### config.mk
export PLATFORM = sky130hd
export DESIGN_NAME = glyph_row_expander_4bpp
export DESIGN_NICKNAME = d
export VERILOG_FILES = /design/src/rtl/core/gre_pkg.sv /design/src/rtl/core/glyph_row_expander_4bpp.sv /design/src/rtl/core/gre_byte_lane.sv
export SDC_FILE = /design/constraint.sdc
export NUM_CORES = 1
export LEC_CHECK = 0
export BUFFER_PORTS_ARGS = -buffer_cell sky130_fd_sc_hd__buf_2
export CORE_MARGIN = 1
export CORE_UTILIZATION = 53
export DETAILED_ROUTE_END_ITERATION = 8
export PLACE_DENSITY_LB_ADDON = 0.3
export RECOVER_POWER = 100
export SLEW_MARGIN = 20
export SYNTH_ARGS = -nofsm -noshare
export SYNTH_HDL_FRONTEND = slang
export SYNTH_SLANG_ARGS = --single-unit
### constraint.sdc
create_clock -name clk -period 4.3 [get_ports clk]
set_input_delay 0.86 -clock clk [delete_from_list [all_inputs] [get_ports clk]]
set_output_delay 0.86 -clock clk [all_outputs]
set_load 0.03 [all_outputs]
### src/rtl/core/gre_pkg.sv
// shared types and constants for the glyph row expander
// no dependencies; imported by gre_byte_lane, glyph_row_expander_4bpp and the testbench files
package gre_pkg;

	localparam int NIB_W       = 4;
	localparam int ROW_W       = 8;
	localparam int ROW_IDX_W   = 3;
	localparam int LANES       = 4;
	localparam int PIX_W       = 16;
	localparam int ADDR_W      = 15;
	localparam int WORD_W      = 32;
	localparam int GLYPH_W     = 64;
	localparam int CROW_W      = 5;
	localparam int CCOL_W      = 6;
	localparam int IN_TDATA_W  = 88;
	localparam int OUT_TDATA_W = 48;

	localparam logic [ROW_IDX_W-1:0] LAST_ROW = 3'd7;

	typedef logic [NIB_W-1:0] nib_t;
	typedef logic [ROW_W-1:0] byte_t;

endpackage

### src/rtl/core/glyph_row_expander_4bpp.sv
// Glyph row expander: one 8x8 one-bit glyph in, eight 4bpp framebuffer row writes out.
// Each input beat yields eight output beats, one per pixel row, tlast on the eighth.
// The output channel carries one row per beat, and the next glyph is taken in the
// same cycle its predecessor's last row moves to the output register, so glyphs
// stream with no gap. The first row passes through the hold stage and then the
// output register. The row address starts from one multiply at acceptance and then steps
// by LINE_PIXELS per row; four byte lanes build the row word in parallel.
// depends on gre_pkg and gre_byte_lane
module glyph_row_expander_4bpp #(
	parameter int LINE_PIXELS = 288
) (
	input  logic                          clk,
	input  logic                          arst_n,
	input  logic                          s_axis_tvalid,
	output logic                          s_axis_tready,
	// glyph_bits[63:0], cell_row[68:64], cell_col[74:69], fore_color[78:75],
	// back_color[82:79], row_offset[85:83], zero pad[87:86]
	input  logic [gre_pkg::IN_TDATA_W-1:0]  s_axis_tdata,
	output logic                          m_axis_tvalid,
	input  logic                          m_axis_tready,
	// byte_address[14:0], pixel_bytes[46:15], zero pad[47]
	output logic [gre_pkg::OUT_TDATA_W-1:0] m_axis_tdata,
	output logic                          m_axis_tlast   // last_row
);
	import gre_pkg::*;

	// input field split
	logic [GLYPH_W-1:0]   in_glyph;
	logic [CROW_W-1:0]    in_crow;
	logic [CCOL_W-1:0]    in_ccol;
	nib_t                 in_fg;
	nib_t                 in_bg;
	logic [ROW_IDX_W-1:0] in_off;

	assign in_glyph = s_axis_tdata[63:0];
	assign in_crow  = s_axis_tdata[68:64];
	assign in_ccol  = s_axis_tdata[74:69];
	assign in_fg    = s_axis_tdata[78:75];
	assign in_bg    = s_axis_tdata[82:79];
	assign in_off   = s_axis_tdata[85:83];

	// base pixel offset of the cell's top row, modulo 2^16 (address keeps 15 bits after halving)
	logic [PIX_W-1:0] line_step;
	logic [23:0]      base_prod;
	logic [PIX_W-1:0] base_pix;

	assign line_step = PIX_W'(LINE_PIXELS);
	assign base_prod = {16'b0, in_crow, 3'b000} * {8'b0, line_step};
	assign base_pix  = base_prod[PIX_W-1:0] + {7'b0, in_ccol, 3'b000};

	// glyph hold stage
	logic                 hold_valid_q;
	logic [GLYPH_W-1:0]   glyph_q;
	nib_t                 fg_q;
	nib_t                 bg_q;
	logic [ROW_IDX_W-1:0] src_q;
	logic [ROW_IDX_W-1:0] row_q;
	logic [PIX_W-1:0]     pix_q;

	// output register
	logic                   out_valid_q;
	logic [OUT_TDATA_W-1:0] out_data_q;
	logic                   out_last_q;

	logic adv;
	logic take;

	assign adv           = hold_valid_q && (!out_valid_q || m_axis_tready);
	assign s_axis_tready = !hold_valid_q || (adv && row_q == LAST_ROW);
	assign take          = s_axis_tvalid && s_axis_tready;

	// lanes
	byte_t            src_row;
	byte_t            lane_bytes [LANES];
	logic [WORD_W-1:0] row_word;

	assign src_row = glyph_q[ROW_W*src_q +: ROW_W];

	for (genvar k = 0; k < LANES; k++) begin : g_lane
		gre_byte_lane u_lane (
			.pair_bits (src_row[ROW_W-1-2*k -: 2]),
			.fore_color(fg_q),
			.back_color(bg_q),
			.lane_byte (lane_bytes[k])
		);
	end

	// merge: byte k lands at bits 31-8k..24-8k
	always_comb begin
		row_word = '0;
		for (int k = 0; k < LANES; k++) begin
			row_word[WORD_W-1-ROW_W*k -: ROW_W] = lane_bytes[k];
		end
	end

	always_ff @(posedge clk or negedge arst_n) begin
		if (!arst_n) begin
			hold_valid_q <= 1'b0;
			row_q        <= '0;
		end else begin
			if (take) begin
				hold_valid_q <= 1'b1;
				row_q        <= '0;
			end else if (adv) begin
				if (row_q == LAST_ROW) begin
					hold_valid_q <= 1'b0;
				end
				row_q <= row_q + 1'b1;
			end
		end
	end

	always_ff @(posedge clk) begin
		if (take) begin
			glyph_q <= in_glyph;
			fg_q    <= in_fg;
			bg_q    <= in_bg;
			src_q   <= in_off;
			pix_q   <= base_pix;
		end else if (adv) begin
			src_q <= src_q + 1'b1;
			pix_q <= pix_q + line_step;
		end
	end

	always_ff @(posedge clk or negedge arst_n) begin
		if (!arst_n) begin
			out_valid_q <= 1'b0;
		end else begin
			if (adv) begin
				out_valid_q <= 1'b1;
			end else if (m_axis_tready) begin
				out_valid_q <= 1'b0;
			end
		end
	end

	always_ff @(posedge clk) begin
		if (adv) begin
			out_data_q <= {1'b0, row_word, pix_q[PIX_W-1:1]};
			out_last_q <= (row_q == LAST_ROW);
		end
	end

	assign m_axis_tvalid = out_valid_q;
	assign m_axis_tdata  = out_data_q;
	assign m_axis_tlast  = out_last_q;

	// a new glyph only enters over an occupied hold stage when its last row leaves
	a_take_on_last: assert property (@(posedge clk) disable iff (!arst_n)
		(take && hold_valid_q) |-> (adv && row_q == LAST_ROW))
		else $error("glyph accepted while rows still pending");

	// tlast tracks the row that was moved out
	a_last_tag: assert property (@(posedge clk) disable iff (!arst_n)
		adv |=> (m_axis_tlast == ($past(row_q) == LAST_ROW)))
		else $error("tlast does not match row index");

	// within a glyph the pixel offset steps by one line per row
	a_addr_step: assert property (@(posedge clk) disable iff (!arst_n)
		(adv && !take) |=> (pix_q == $past(pix_q) + line_step))
		else $error("row address step wrong");

	// row counter and source row stay locked by the rotation
	a_src_lock: assert property (@(posedge clk) disable iff (!arst_n)
		(adv && !take) |=> (src_q - row_q == $past(src_q) - $past(row_q)))
		else $error("source row drifted from output row");

endmodule

### src/rtl/core/gre_byte_lane.sv
// one lane: expands two glyph bits into one packed byte, even pixel in the high nibble
// depends on gre_pkg
module gre_byte_lane (
	input  logic [1:0]    pair_bits,  // [1] even pixel, [0] odd pixel
	input  gre_pkg::nib_t fore_color,
	input  gre_pkg::nib_t back_color,
	output gre_pkg::byte_t lane_byte
);
	import gre_pkg::*;

	nib_t even_nib;
	nib_t odd_nib;

	assign even_nib  = pair_bits[1] ? fore_color : back_color;
	assign odd_nib   = pair_bits[0] ? fore_color : back_color;
	assign lane_byte = {even_nib, odd_nib};

endmodule

# Word-level counts from Yosys, hierarchy flattened
# Index checks and enable logic that the tools add are counted.
# classes
addsub	4
eq_ne	1
n_mux	19
multipliers	1
reduce_logical	11
n_shift	1
# op_table
op	count
$shiftx A64 B7 Y8	1
$mux W16	2
$mux W4	8
$add A16 B9 Y16	1
$add A16 B9 Y16 const B	1
$mux W3	4
$mul A5 B4 Y8 const B	1
$add A3 B1 Y3 const B	2
$reduce_bool A2 Y1	3
$mux W1	5
$eq A3 B3 Y1 const B	1
$logic_and A1 B1 Y1	3
$logic_not A1 Y1	2
$logic_or A1 B1 Y1	2
$reduce_and A2 Y1	1
# totals
out_inout_bits	51
word_cells	47
regBits	144
in_bits	92

# Logic depth before layout (Yosys ltp)
# Gate-level depths: netlist of the first run.
# depth
word_depth	8
ltp_mapped	9
depth_no_buf	9

# By module
# From an unflattened synthesis of the first run, not the netlist that was laid out.
# hier_totals
cells_unflattened	312
hier_area_um2	5703.0
# modules_own_cells
mod	cells_per_inst	n_inst	area_each_um2	seq_area_each_um2
glyph_row_expander_4bpp	280	1	5342.6	4149.0
gre_byte_lane	8	4	90.1	0.0

# Least setup slack after synthesis of the first run
# No wires, ideal clock.
# synth_path
path_kind	input port to flip-flop
from	input port m_axis_tready
to	register pix_q[15] (data pin)
arrival_ns	3.888
t_required_ns	3.926
path_slack_ns	0.038
setup_time_ns	0.374
cell_stages	6
n_path_buf	1
cell_sequence	nand2b_1 a21bo_2 nand2_1 inv_1 buf_1 a21oi_1
# synth_via
elab_chain_cells	6
# synth_rtl
element	line_no	rtl
start, declared	glyph_row_expander_4bpp.sv:20	input logic m_axis_tready,
$logic_or A1 B1 Y1	glyph_row_expander_4bpp.sv:68	assign adv = hold_valid_q && (!out_valid_q || m_axis_tready);
$logic_and A1 B1 Y1	glyph_row_expander_4bpp.sv:68	
$logic_and A1 B1 Y1	glyph_row_expander_4bpp.sv:69	assign s_axis_tready = !hold_valid_q || (adv && row_q == LAST_ROW);
$logic_or A1 B1 Y1	glyph_row_expander_4bpp.sv:69	
named net s_axis_tready	glyph_row_expander_4bpp.sv:15	output logic s_axis_tready,
$logic_and A1 B1 Y1	glyph_row_expander_4bpp.sv:70	assign take = s_axis_tvalid && s_axis_tready;
named net take	glyph_row_expander_4bpp.sv:66	logic take;
$mux W16	glyph_row_expander_4bpp.sv:114	if (take) begin
end signal, assigned	glyph_row_expander_4bpp.sv:119	pix_q <= base_pix;
end signal, assigned	glyph_row_expander_4bpp.sv:122	pix_q <= pix_q + line_step;
end, declared	glyph_row_expander_4bpp.sv:58	logic [PIX_W-1:0] pix_q;
# The timed path passes the listed nets, and every way through them passes these cells.
# A chain may end at the register's enable or synchronous reset.

# Worst setup path in the final report of the first run
# layout_path
from	register row_q[0]
to	register glyph_q[3], enable pin
# layout_via
elab_chain_cells	4
# layout_rtl
element	line_no	rtl
start, declared	glyph_row_expander_4bpp.sv:57	logic [ROW_IDX_W-1:0] row_q;
start signal, assigned	glyph_row_expander_4bpp.sv:108	row_q <= row_q + 1'b1;
$eq A3 B3 Y1	glyph_row_expander_4bpp.sv:69	
$logic_and A1 B1 Y1	glyph_row_expander_4bpp.sv:69	
$logic_or A1 B1 Y1	glyph_row_expander_4bpp.sv:69	
$logic_and A1 B1 Y1	glyph_row_expander_4bpp.sv:70	
end signal, assigned	glyph_row_expander_4bpp.sv:115	glyph_q <= in_glyph;
end, declared	glyph_row_expander_4bpp.sv:53	logic [GLYPH_W-1:0] glyph_q;
# Every way passes these cells.

==> reports/results.txt, run 1 <==
Reg clk slew, reported paths: 0.06 ns
Post-CTS Setup Bufs: 0
Die H: 107 um
critical path endpoint category: flip-flop
final core utilization: 0.672
Max H-tree Level: 4
CP Class: reg2reg
sequential element share of the synthesized area: 0.711
setup_tns: 0 ns
RePlAce Congestion: 0.799
DIE AREA: 0.0114 mm^2
Comb power frac: 0.253
xor/xnor share of the synthesized area: 0.0240
hold buffers post-CTS: 0
fraction of layout cells with a size suffix above 1: 0.337
internal power: 3170 uW
Primary FF master, synth: edfxtp_1
global-route wire length before repair: 15.5 mm
vias in the first global route: 3163
placed cell count: 582
Synth Area in Compound Gates: 0.0214
minimum clock period: 3.22 ns
Mapped Cells: 312
worst slew pin tran: 1.96 ns
synth unique cells: 37
Worst Path Arrival: 3.46 ns
drt wl/cell: 16.1 um
die width: 107 um
CTS tree: yes
Synth async-reset ratio: 0.0360
synthesis-to-finish area growth: 20.9%
#FFs+latches synth: 139
M1 WL: 4.31 mm
Top Ports: 143
Max-Cap Viols: 1
Core Box Area: 0.0105 mm^2
simple-gate portion of the synthesized area: 0.0401
syn_area_per_cell: 18.7 um^2
HPWL after detailed placement: 6.89 mm
# fillers: 723
Iter 0 DRT Violations: 230
Vias/cell: 5.13
outcome: complete, but fails checks
gr ovfl total: 0
metal3 WL: 690 um
Initial DRT Pass Iterations: 6
static leakage power: 0.00266 uW
initial antenna violation count: 1
most frequent cells after synthesis: edfxtp_1, mux2_2, nand2_1
Port Buffers: 137
Final Hold Fails: 0
post_cts resized: 0
Starting Density: 0.556
Adder-Cell Fraction of Synth Area: 0.0249
Ys Warns: 0
Sink Count: 139
failing checks: capacitance limit, slew limit
Routed WL: 9.92 mm
cell taking the most area after synthesis: edfxtp_1
Worst-Skew Late Latency: 0.51 ns
Fmax: 310 MHz
GRT Total Usage: 0.187
Final ANT Viol Nets: 0
Hold Path Class: in2async
final net count: 568
highest metal used: met4
clock buffer depth: 2
largest family of logic cells by synthesized area: multiplexers
maximum VDD drop: 0.000355 V
WP data required: 4.54 ns
CTS Buf Count: 17
sw frac: 0.305
Clock Tree Root: clkbuf_8
Non-Filler Instances: 615
most numerous cell in the Yosys netlist: edfxtp_1
Post-synth EDFFs: 134
RSZ-0062 raised after global routing: no
Post-route DRC: 0
relative slew slack: -0.305
Synth top area share: 0.689
Max Slew Vio Count: 39
sw power: 1390 uW
mux share of post-synthesis cell area: 0.160
Cell Rows: 37
count of final setup violators: 0
Pwr Density: 645 mW/mm^2
share of total power in sequential cells: 0.446
Area contributors post-synth: edfxtp_1, mux2_2, mux4_1
worst-path fanout max: 40
clock share of power: 0.301
largest net degree at the start of global routing: 41
mapped cell area: 0.00584 mm^2
setup clock skew after layout: 0.00541 ns
met2 routed wirelength: 4.75 mm
period utilisation layout: 0.750
via count: 3158
Worst setup SP type: flip-flop
-- logic make-up after synthesis --
kind of cell | after synthesis
flops | 139
mux | 56
simple gates | 50
compound gates | 22
buf+inv | 17
xor+xnor | 16
fa+ha+maj | 11
other cells | 1
-- per-stage QoR --
step,setup WS (ns),hold WS [ns],instance area [um^2],total power [uW]
2_1_floorplan,0.0379,0.400,5850,3060
3_3_place_gp,0.975,0.407,6660,3320
3_5_place_dp,0.929,0.417,6660,3360
4_1_cts,1.47,0.134,7230,4740
5_1_grt,0.733,0.183,7060,4780
6_report,1.08,0.192,7060,4560
-- critical path: stages, from the launching register on --
cell,delay [ns]
dfrtp_1,0.40
ha_1,0.21
ha_1,0.19
a21bo_1,0.22
nand2_1,0.08
clkbuf_1,0.63
clkinv_2,0.74
buf_4,0.46
-- power groups by stage --
stage	Sequential, uW	Combinational (uW)	Clock [uW]
6_report	2030	1150	1370
5_1_grt	2070	1250	1450
4_1_cts	2050	1300	1390
3_5_place_dp	2070	1280	0
3_3_place_gp	2060	1270	0
2_1_floorplan	2200	856	0
-- final cells by class --
type	count	area, um^2	area share
Antenna cell	1	2.50	0.000354
Clock buffer	17	414	0.0586
Clock inverter	15	149	0.0211
Inverter	7	27.5	0.00390
Multi-Input combinational cell	158	1500	0.213
Sequential cell	139	4150	0.588
Tap cell	136	170	0.0241
Timing Repair Buffer	142	648	0.0918
-- sequential cells by signal, indices dropped and copies added, names as in the netlist --
signal	count
pix_q	13
hold_valid_q	1
src_q	3
m_axis_tvalid	1
row_q	3
bg_q	4
fg_q	4
m_axis_tlast	1
m_axis_tdata	45
glyph_q	64
-- worst paths after layout --
path | start | endpoint | slack, ns | cells past startpoint
setup / recovery | row_q[0]$_DFFE_PN0P_ | glyph_q[3]$_DFFE_PN_ | 1.08 | 7
hold / removal | arst_n | row_q[1]$_DFFE_PN0P_ | 0.19 | 1
setup reg to reg | row_q[0]$_DFFE_PN0P_ | glyph_q[3]$_DFFE_PN_ | 1.08 | 7
hold reg to reg | pix_q[3]$_DFFE_PP_ | m_axis_tdata[2]$_DFFE_PP_ | 0.43 | 0
max in group asynchronous | arst_n | row_q[2]$_DFFE_PN0P_ | 3.89 | 1
min in group clk | pix_q[3]$_DFFE_PP_ | m_axis_tdata[2]$_DFFE_PP_ | 0.43 | 0
-- metal layers --
metal  up-vias  GRT usage
met1      1503      0.238
li1       1524          -
met4         0     0.0773
met2       117      0.292
met5         -          0
met3        14     0.0669
-- cells in the final DEF (no fill, tap or decap), types with 3 or more instances in the layout --
cell type and n:
edfxtp_1 134, buf_2 86, clkbuf_1 54, mux2_2 28
nand2_1 23, clkbuf_16 16, a21oi_1 11, xor2_1 10
ha_1 10, nor2_1 9, mux4_1 8, mux2i_1 8
mux4_2 8, o21ai_0 7, xnor2_1 6, clkinv_2 5
inv_1 5, dfrtp_1 5, mux2_4 4, nand2b_1 4
nand3_1 4, clkinvlp_4 4, and3_1 3, conb_1 3
Note: power is estimated with default switching activity, not from simulation.
==> run 2: changes to the inputs <==
clock period = 3.04 ns   (was 4.3 ns; I/O delays follow)
==> reports/results.txt, run 2 (same netlist as run 1, synthesis figures left out) <==
CP Class: reg2reg
Routed WL: 10.4 mm (+4.7%)
via count: 3184 (+0.82%)
largest net degree at the start of global routing: 29 (-29%)
minimum clock period: 2.69 ns (-0.537 ns)
Hold Path Class: in2reg
post_cts resized: 0 (unchanged)
CTS Buf Count: 17 (unchanged)
Max Slew Vio Count: 0 (-100%)
worst-path fanout max: 17 (-57%)
Fmax: 372 MHz (+20%)
Comb power frac: 0.270 (+0.017)
sw power: 1970 uW (+42%)
Core Box Area: 0.0105 mm^2 (unchanged)
setup clock skew after layout: 0.00460 ns (-0.000813 ns)
Reg clk slew, reported paths: 0.06 ns (about the same)
Post-route DRC: 0 (unchanged)
hold buffers post-CTS: 1 (+1)
WP data required: 3.31 ns (-1.23 ns)
fraction of layout cells with a size suffix above 1: 0.342 (+0.00550)
gr ovfl total: 0 (unchanged)
Clock Tree Root: clkbuf_8
drt wl/cell: 16.8 um (+4.0%)
synthesis-to-finish area growth: 21.9%
Port Buffers: 137 (unchanged)
static leakage power: 0.00268 uW (+0.71%)
Top Ports: 143 (unchanged)
critical path endpoint category: flip-flop
Starting Density: 0.556 (unchanged)
vias in the first global route: 3255 (+2.9%)
Top reg by flops: glyph_q
HPWL after detailed placement: 7.33 mm (+6.3%)
Sink Count: 139 (unchanged)
internal power: 4570 uW (+44%)
Pwr Density: 919 mW/mm^2 (+42%)
max FFs per register: 64 (unchanged)
share of total power in sequential cells: 0.428 (-0.018)
clock share of power: 0.303 (+0.002)
GRT Total Usage: 0.196 (+0.00944)
maximum VDD drop: 0.000464 V (+31%)
sw frac: 0.301 (-0.00402)
Die H: 107 um (unchanged)
Post-CTS Setup Bufs: 0 (unchanged)
relative slew slack: 0.297 (+0.602)
Worst setup SP type: flip-flop
Iter 0 DRT Violations: 109 (-53%)
Final Hold Fails: 0 (unchanged)
Worst Path Arrival: 2.96 ns (-0.50 ns)
RSZ-0062 raised after global routing: no
Cell Rows: 37 (unchanged)
Max-Cap Viols: 0 (-1)
DIE AREA: 0.0114 mm^2 (unchanged)
period utilisation layout: 0.884 (+0.134)
Worst-Skew Late Latency: 0.52 ns (about the same)
CTS tree: yes
Max H-tree Level: 4 (unchanged)
RePlAce Congestion: 0.848 (+6.1%)
placed cell count: 587 (+0.86%)
Worst Hold Margin: 0.263 ns (+0.0701 ns)
Initial DRT Pass Iterations: 4 (-2)
count of final setup violators: 0 (unchanged)
Non-Filler Instances: 619 (+0.65%)
clock buffer depth: 2 (unchanged)
most frequent cells in the layout: edfxtp_1, buf_2, clkbuf_1, mux2_2, nand2_1
Final ANT Viol Nets: 0 (unchanged)
global-route wire length before repair: 16.1 mm (+3.6%)
Vias/cell: 5.14 (+0.17%)
die width: 107 um (unchanged)
most common cell after layout, fill and taps aside: edfxtp_1
initial antenna violation count: 1 (unchanged)
outcome: finished, final reports clean
final net count: 574 (+1.1%)
worst slew pin tran: 1.05 ns (-0.903 ns)
## run 2: cell count changes in the layout (fill, tap and decap cells not counted), sizes merged
| cell | change |
|---|---|
| clkbuf | +3 |
| clkinv | -1 |
| bufinv | +1 |
| clkinvlp | -2 |
| dlygate4sd3 | +1 |
| buf | +3 |
| inv | -1 |
## run 2: metal layers
| layer | vias up | wire (um) | track usage | share of wire |
|---|---|---|---|---|
| met2 | 120 | 5230 | 0.328 | 0.50 |
| li1 | 1533 | - | - | - |
| met5 | - | 0 | 0 | 0 |
| met1 | 1518 | 4340 | 0.234 | 0.42 |
| met3 | 13 | 632 | 0.0626 | 0.061 |
| met4 | 0 | 192 | 0.0851 | 0.018 |
## run 2: final timing paths
check / start / endpoint / slack [ns] / cells after the start
setup / recovery: src_q[1]$_DFFE_PP_ / m_axis_tdata[30]$_DFFE_PP_ / 0.35 / 4
hold / removal: s_axis_tdata[82] / bg_q[3]$_DFFE_PN_ / 0.26 / 1
setup reg to reg: src_q[1]$_DFFE_PP_ / m_axis_tdata[30]$_DFFE_PP_ / 0.35 / 4
hold reg to reg: pix_q[3]$_DFFE_PP_ / m_axis_tdata[2]$_DFFE_PP_ / 0.44 / 0
max in group asynchronous: arst_n / row_q[0]$_DFFE_PN0P_ / 2.35 / 2
min in group asynchronous: arst_n / m_axis_tvalid$_DFFE_PN0P_ / 0.47 / 2
## run 2: power by group through the flow
stage / clock network, uW / registers [uW] / logic [uW]
after floorplan: 0 / 3110 / 1210
after global placement: 0 / 2810 / 1930
after detailed placement: 0 / 2830 / 1960
after CTS: 2010 / 2790 / 1970
after global routing: 2080 / 2830 / 1900
final: 1980 / 2800 / 1760
## run 2: final cells by class
| class | count | area, um^2 |
|---|---|---|
| clock buffers | 18 | 418 |
| multi-input cells | 158 | 1510 |
| repair buffers | 148 | 688 |
| well taps | 136 | 170 |
| flip-flops and latches | 139 | 4150 |
| inverters | 7 | 27.5 |
| diodes | 1 | 2.50 |
| clock inverters | 12 | 150 |
| fillers | 725 | 3390 |
## run 2: critical path: stages (launching register included)
cell and delay [ns]:
edfxtp_1 0.31, clkbuf_2 0.48, mux4_1 0.64, mux2i_1 0.58, mux2_2 0.41
## run 2: stage by stage
stage          utilization  cell area (um^2)  setup TNS, ns  setup WS, ns  total power (uW)
6_report             0.677              7120              0         0.353              6540
5_1_grt              0.677              7120              0         0.223              6820
4_1_cts              0.693              7280              0         0.471              6770
3_5_place_dp         0.638              6700        -0.0850       -0.0850              4790
3_3_place_gp         0.638              6700              0       0.00797              4740
2_1_floorplan            -              5850              0        0.0709              4320
==> run 3: changes to the inputs <==
GPL_TIMING_DRIVEN = 0   (was not set)
==> reports/results.txt, run 3 (same netlist as run 1, synthesis figures left out) <==
hold path cells: 1 (unchanged)
# fillers: 706 (-2.6%)
RePlAce Congestion: 0.803 (-5.3%)
met2 usage: 0.315 (-0.0134)
worst-path fanout max: 10 (-7)
Initial DRT Pass Iterations: 4 (unchanged)
Max Slew Vio Count: 0 (unchanged)
minimum clock period: 2.84 ns (+0.155 ns)
R2R Path Start: src_q[2]$_DFFE_PP_
max FFs per register: 64 (unchanged)
static leakage power: 0.00270 uW (+0.94%)
CP Class: reg2reg
CTS Buf Count: 17 (unchanged)
Hold Startpoint: s_axis_tdata[76]
Routed WL: 10.5 mm (+0.65%)
final core utilization: 0.686 (+0.00905)
number of cells on the worst reg-to-reg path: 5 (+1)
RSZ-0062 raised after global routing: no
maximum VDD drop: 0.000554 V (+19%)
worst slew pin tran: 0.896 ns (-0.158 ns)
HPWL after detailed placement: 7.34 mm (+0.26%)
period utilisation layout: 0.935 (+0.0509)
Fmax: 352 MHz (-5.4%)
Post-route DRC: 0 (unchanged)
crit path from: src_q[2]$_DFFE_PP_
Top reg by flops: glyph_q
gr ovfl total: 0 (unchanged)
Worst Path Arrival: 3.10 ns (+0.14 ns)
outcome: finished, final reports clean
relative slew slack: 0.403 (+0.105)
fraction of layout cells with a size suffix above 1: 0.350 (+0.00747)
Core Box Area: 0.0105 mm^2 (unchanged)
Worst-Skew Late Latency: 0.51 ns (about the same)
Port Buffers: 137 (unchanged)
synthesis-to-finish area growth: 23.5%
Die H: 107 um (unchanged)
most frequent cells in the layout: edfxtp_1, buf_2, clkbuf_1, mux2_2, nand2_1
Iter 0 DRT Violations: 166 (+52%)
count of final setup violators: 0 (unchanged)
WP data required: 3.30 ns (about the same)
critical path endpoint category: flip-flop
Max-Cap Viols: 0 (unchanged)
Pwr Density: 936 mW/mm^2 (+1.9%)
GRT Total Usage: 0.197 (+0.000407)
most common cell after layout, fill and taps aside: edfxtp_1
vias in the first global route: 3221 (-1.0%)
Post-Place Cell Area: 0.00675 mm^2 (+0.80%)
Final Hold Fails: 0 (unchanged)
global-route track usage on met1: 0.254 (+0.0202)
setup clock skew after layout: 0.00555 ns (+0.000949 ns)
Sink Count: 139 (unchanged)
post-route cell area: 0.00721 mm^2 (+1.3%)
DIE AREA: 0.0114 mm^2 (unchanged)
CTS tree: yes
die width: 107 um (unchanged)
via count: 3208 (+0.75%)
global-route wire length before repair: 16.2 mm (+0.81%)
largest net degree at the start of global routing: 70 (+140%)
Reg clk slew, reported paths: 0.06 ns (about the same)
Max H-tree Level: 4 (unchanged)
post_cts resized: 0 (unchanged)
final net count: 576 (+0.35%)
Non-Filler Instances: 623 (+0.65%)
drt wl/cell: 16.8 um (about the same)
Clock Tree Root: clkbuf_8
Cell Rows: 37 (unchanged)
M3 GR Usage: 0.0565 (-0.00608)
gr busiest metal: met2
Hold Path Class: in2reg
Top Ports: 143 (unchanged)
setup_tns: 0 ns (unchanged)
Vias/cell: 5.15 (+0.11%)
Tot Pwr: 6750 uW (+3.2%)
placed cell count: 589 (+0.34%)
Worst setup SP type: flip-flop
initial antenna violation count: 1 (unchanged)
Starting Density: 0.556 (unchanged)
Final ANT Viol Nets: 0 (unchanged)
clock buffer depth: 2 (unchanged)
==> run 3: report_power, final <==
part / switching (uW) / internal, uW / total, uW
Combinational: 1090 / 783 / 1870
Clock: 769 / 1340 / 2110
Sequential: 171 / 2600 / 2770
Total: 2030 / 4720 / 6750
==> run 3: timing repair <==
| action | in CTS | in global routing |
|---|---|---|
| hold buffers | 1 | 0 |
| endpoints found under the setup margin | 0 | 0 |
| endpoints found under the hold margin | 5 | 0 |
| buffers inserted | 0 | 0 |
==> run 3: area by class of cell <==
| type | instances | area, um^2 | area share |
|---|---|---|---|
| flip-flops and latches | 139 | 4150 | 0.575 |
| inverters | 7 | 26.3 | 0.00364 |
| well taps | 136 | 170 | 0.0236 |
| clock buffers | 18 | 418 | 0.0580 |
| repair buffers | 140 | 646 | 0.0895 |
| plain buffers | 10 | 80.1 | 0.0111 |
| multi-input cells | 158 | 1530 | 0.212 |
| diodes | 1 | 2.50 | 0.000347 |
| clock inverters | 14 | 194 | 0.0269 |
==> run 3: final timing paths <==
path	slack, ns	end
setup / recovery	0.20	m_axis_tdata[29]$_DFFE_PP_
hold / removal	0.27	fg_q[1]$_DFFE_PN_
setup reg to reg	0.20	m_axis_tdata[29]$_DFFE_PP_
hold reg to reg	0.42	m_axis_tdata[2]$_DFFE_PP_
max in group asynchronous	2.32	m_axis_tvalid$_DFFE_PN0P_
min in group asynchronous	0.49	row_q[0]$_DFFE_PN0P_
==> run 3: routing by layer <==
layer / share of wire / vias to the layer above / routed length, um
li1: - / 1544 / -
met1: 0.43 / 1527 / 4510
met2: 0.49 / 128 / 5170
met3: 0.066 / 9 / 692
met4: 0.0083 / 0 / 87
met5: 0 / - / 0
==> run 3: stage by stage <==
step	worst slack (ns)	hold slack (ns)
after global placement	-0.419	0.404
after global routing	0.102	0.236
after CTS	0.388	0.240
final	0.198	0.266
after detailed placement	-0.116	0.406
after floorplan	0.0709	0.312
==> run 3: critical path: stages, from the launching register on <==
cell and delay (ns):
edfxtp_1 0.32, clkbuf_1 0.41, clkbuf_1 0.60, mux4_1 0.43, mux2i_2 0.44, mux2_2 0.39
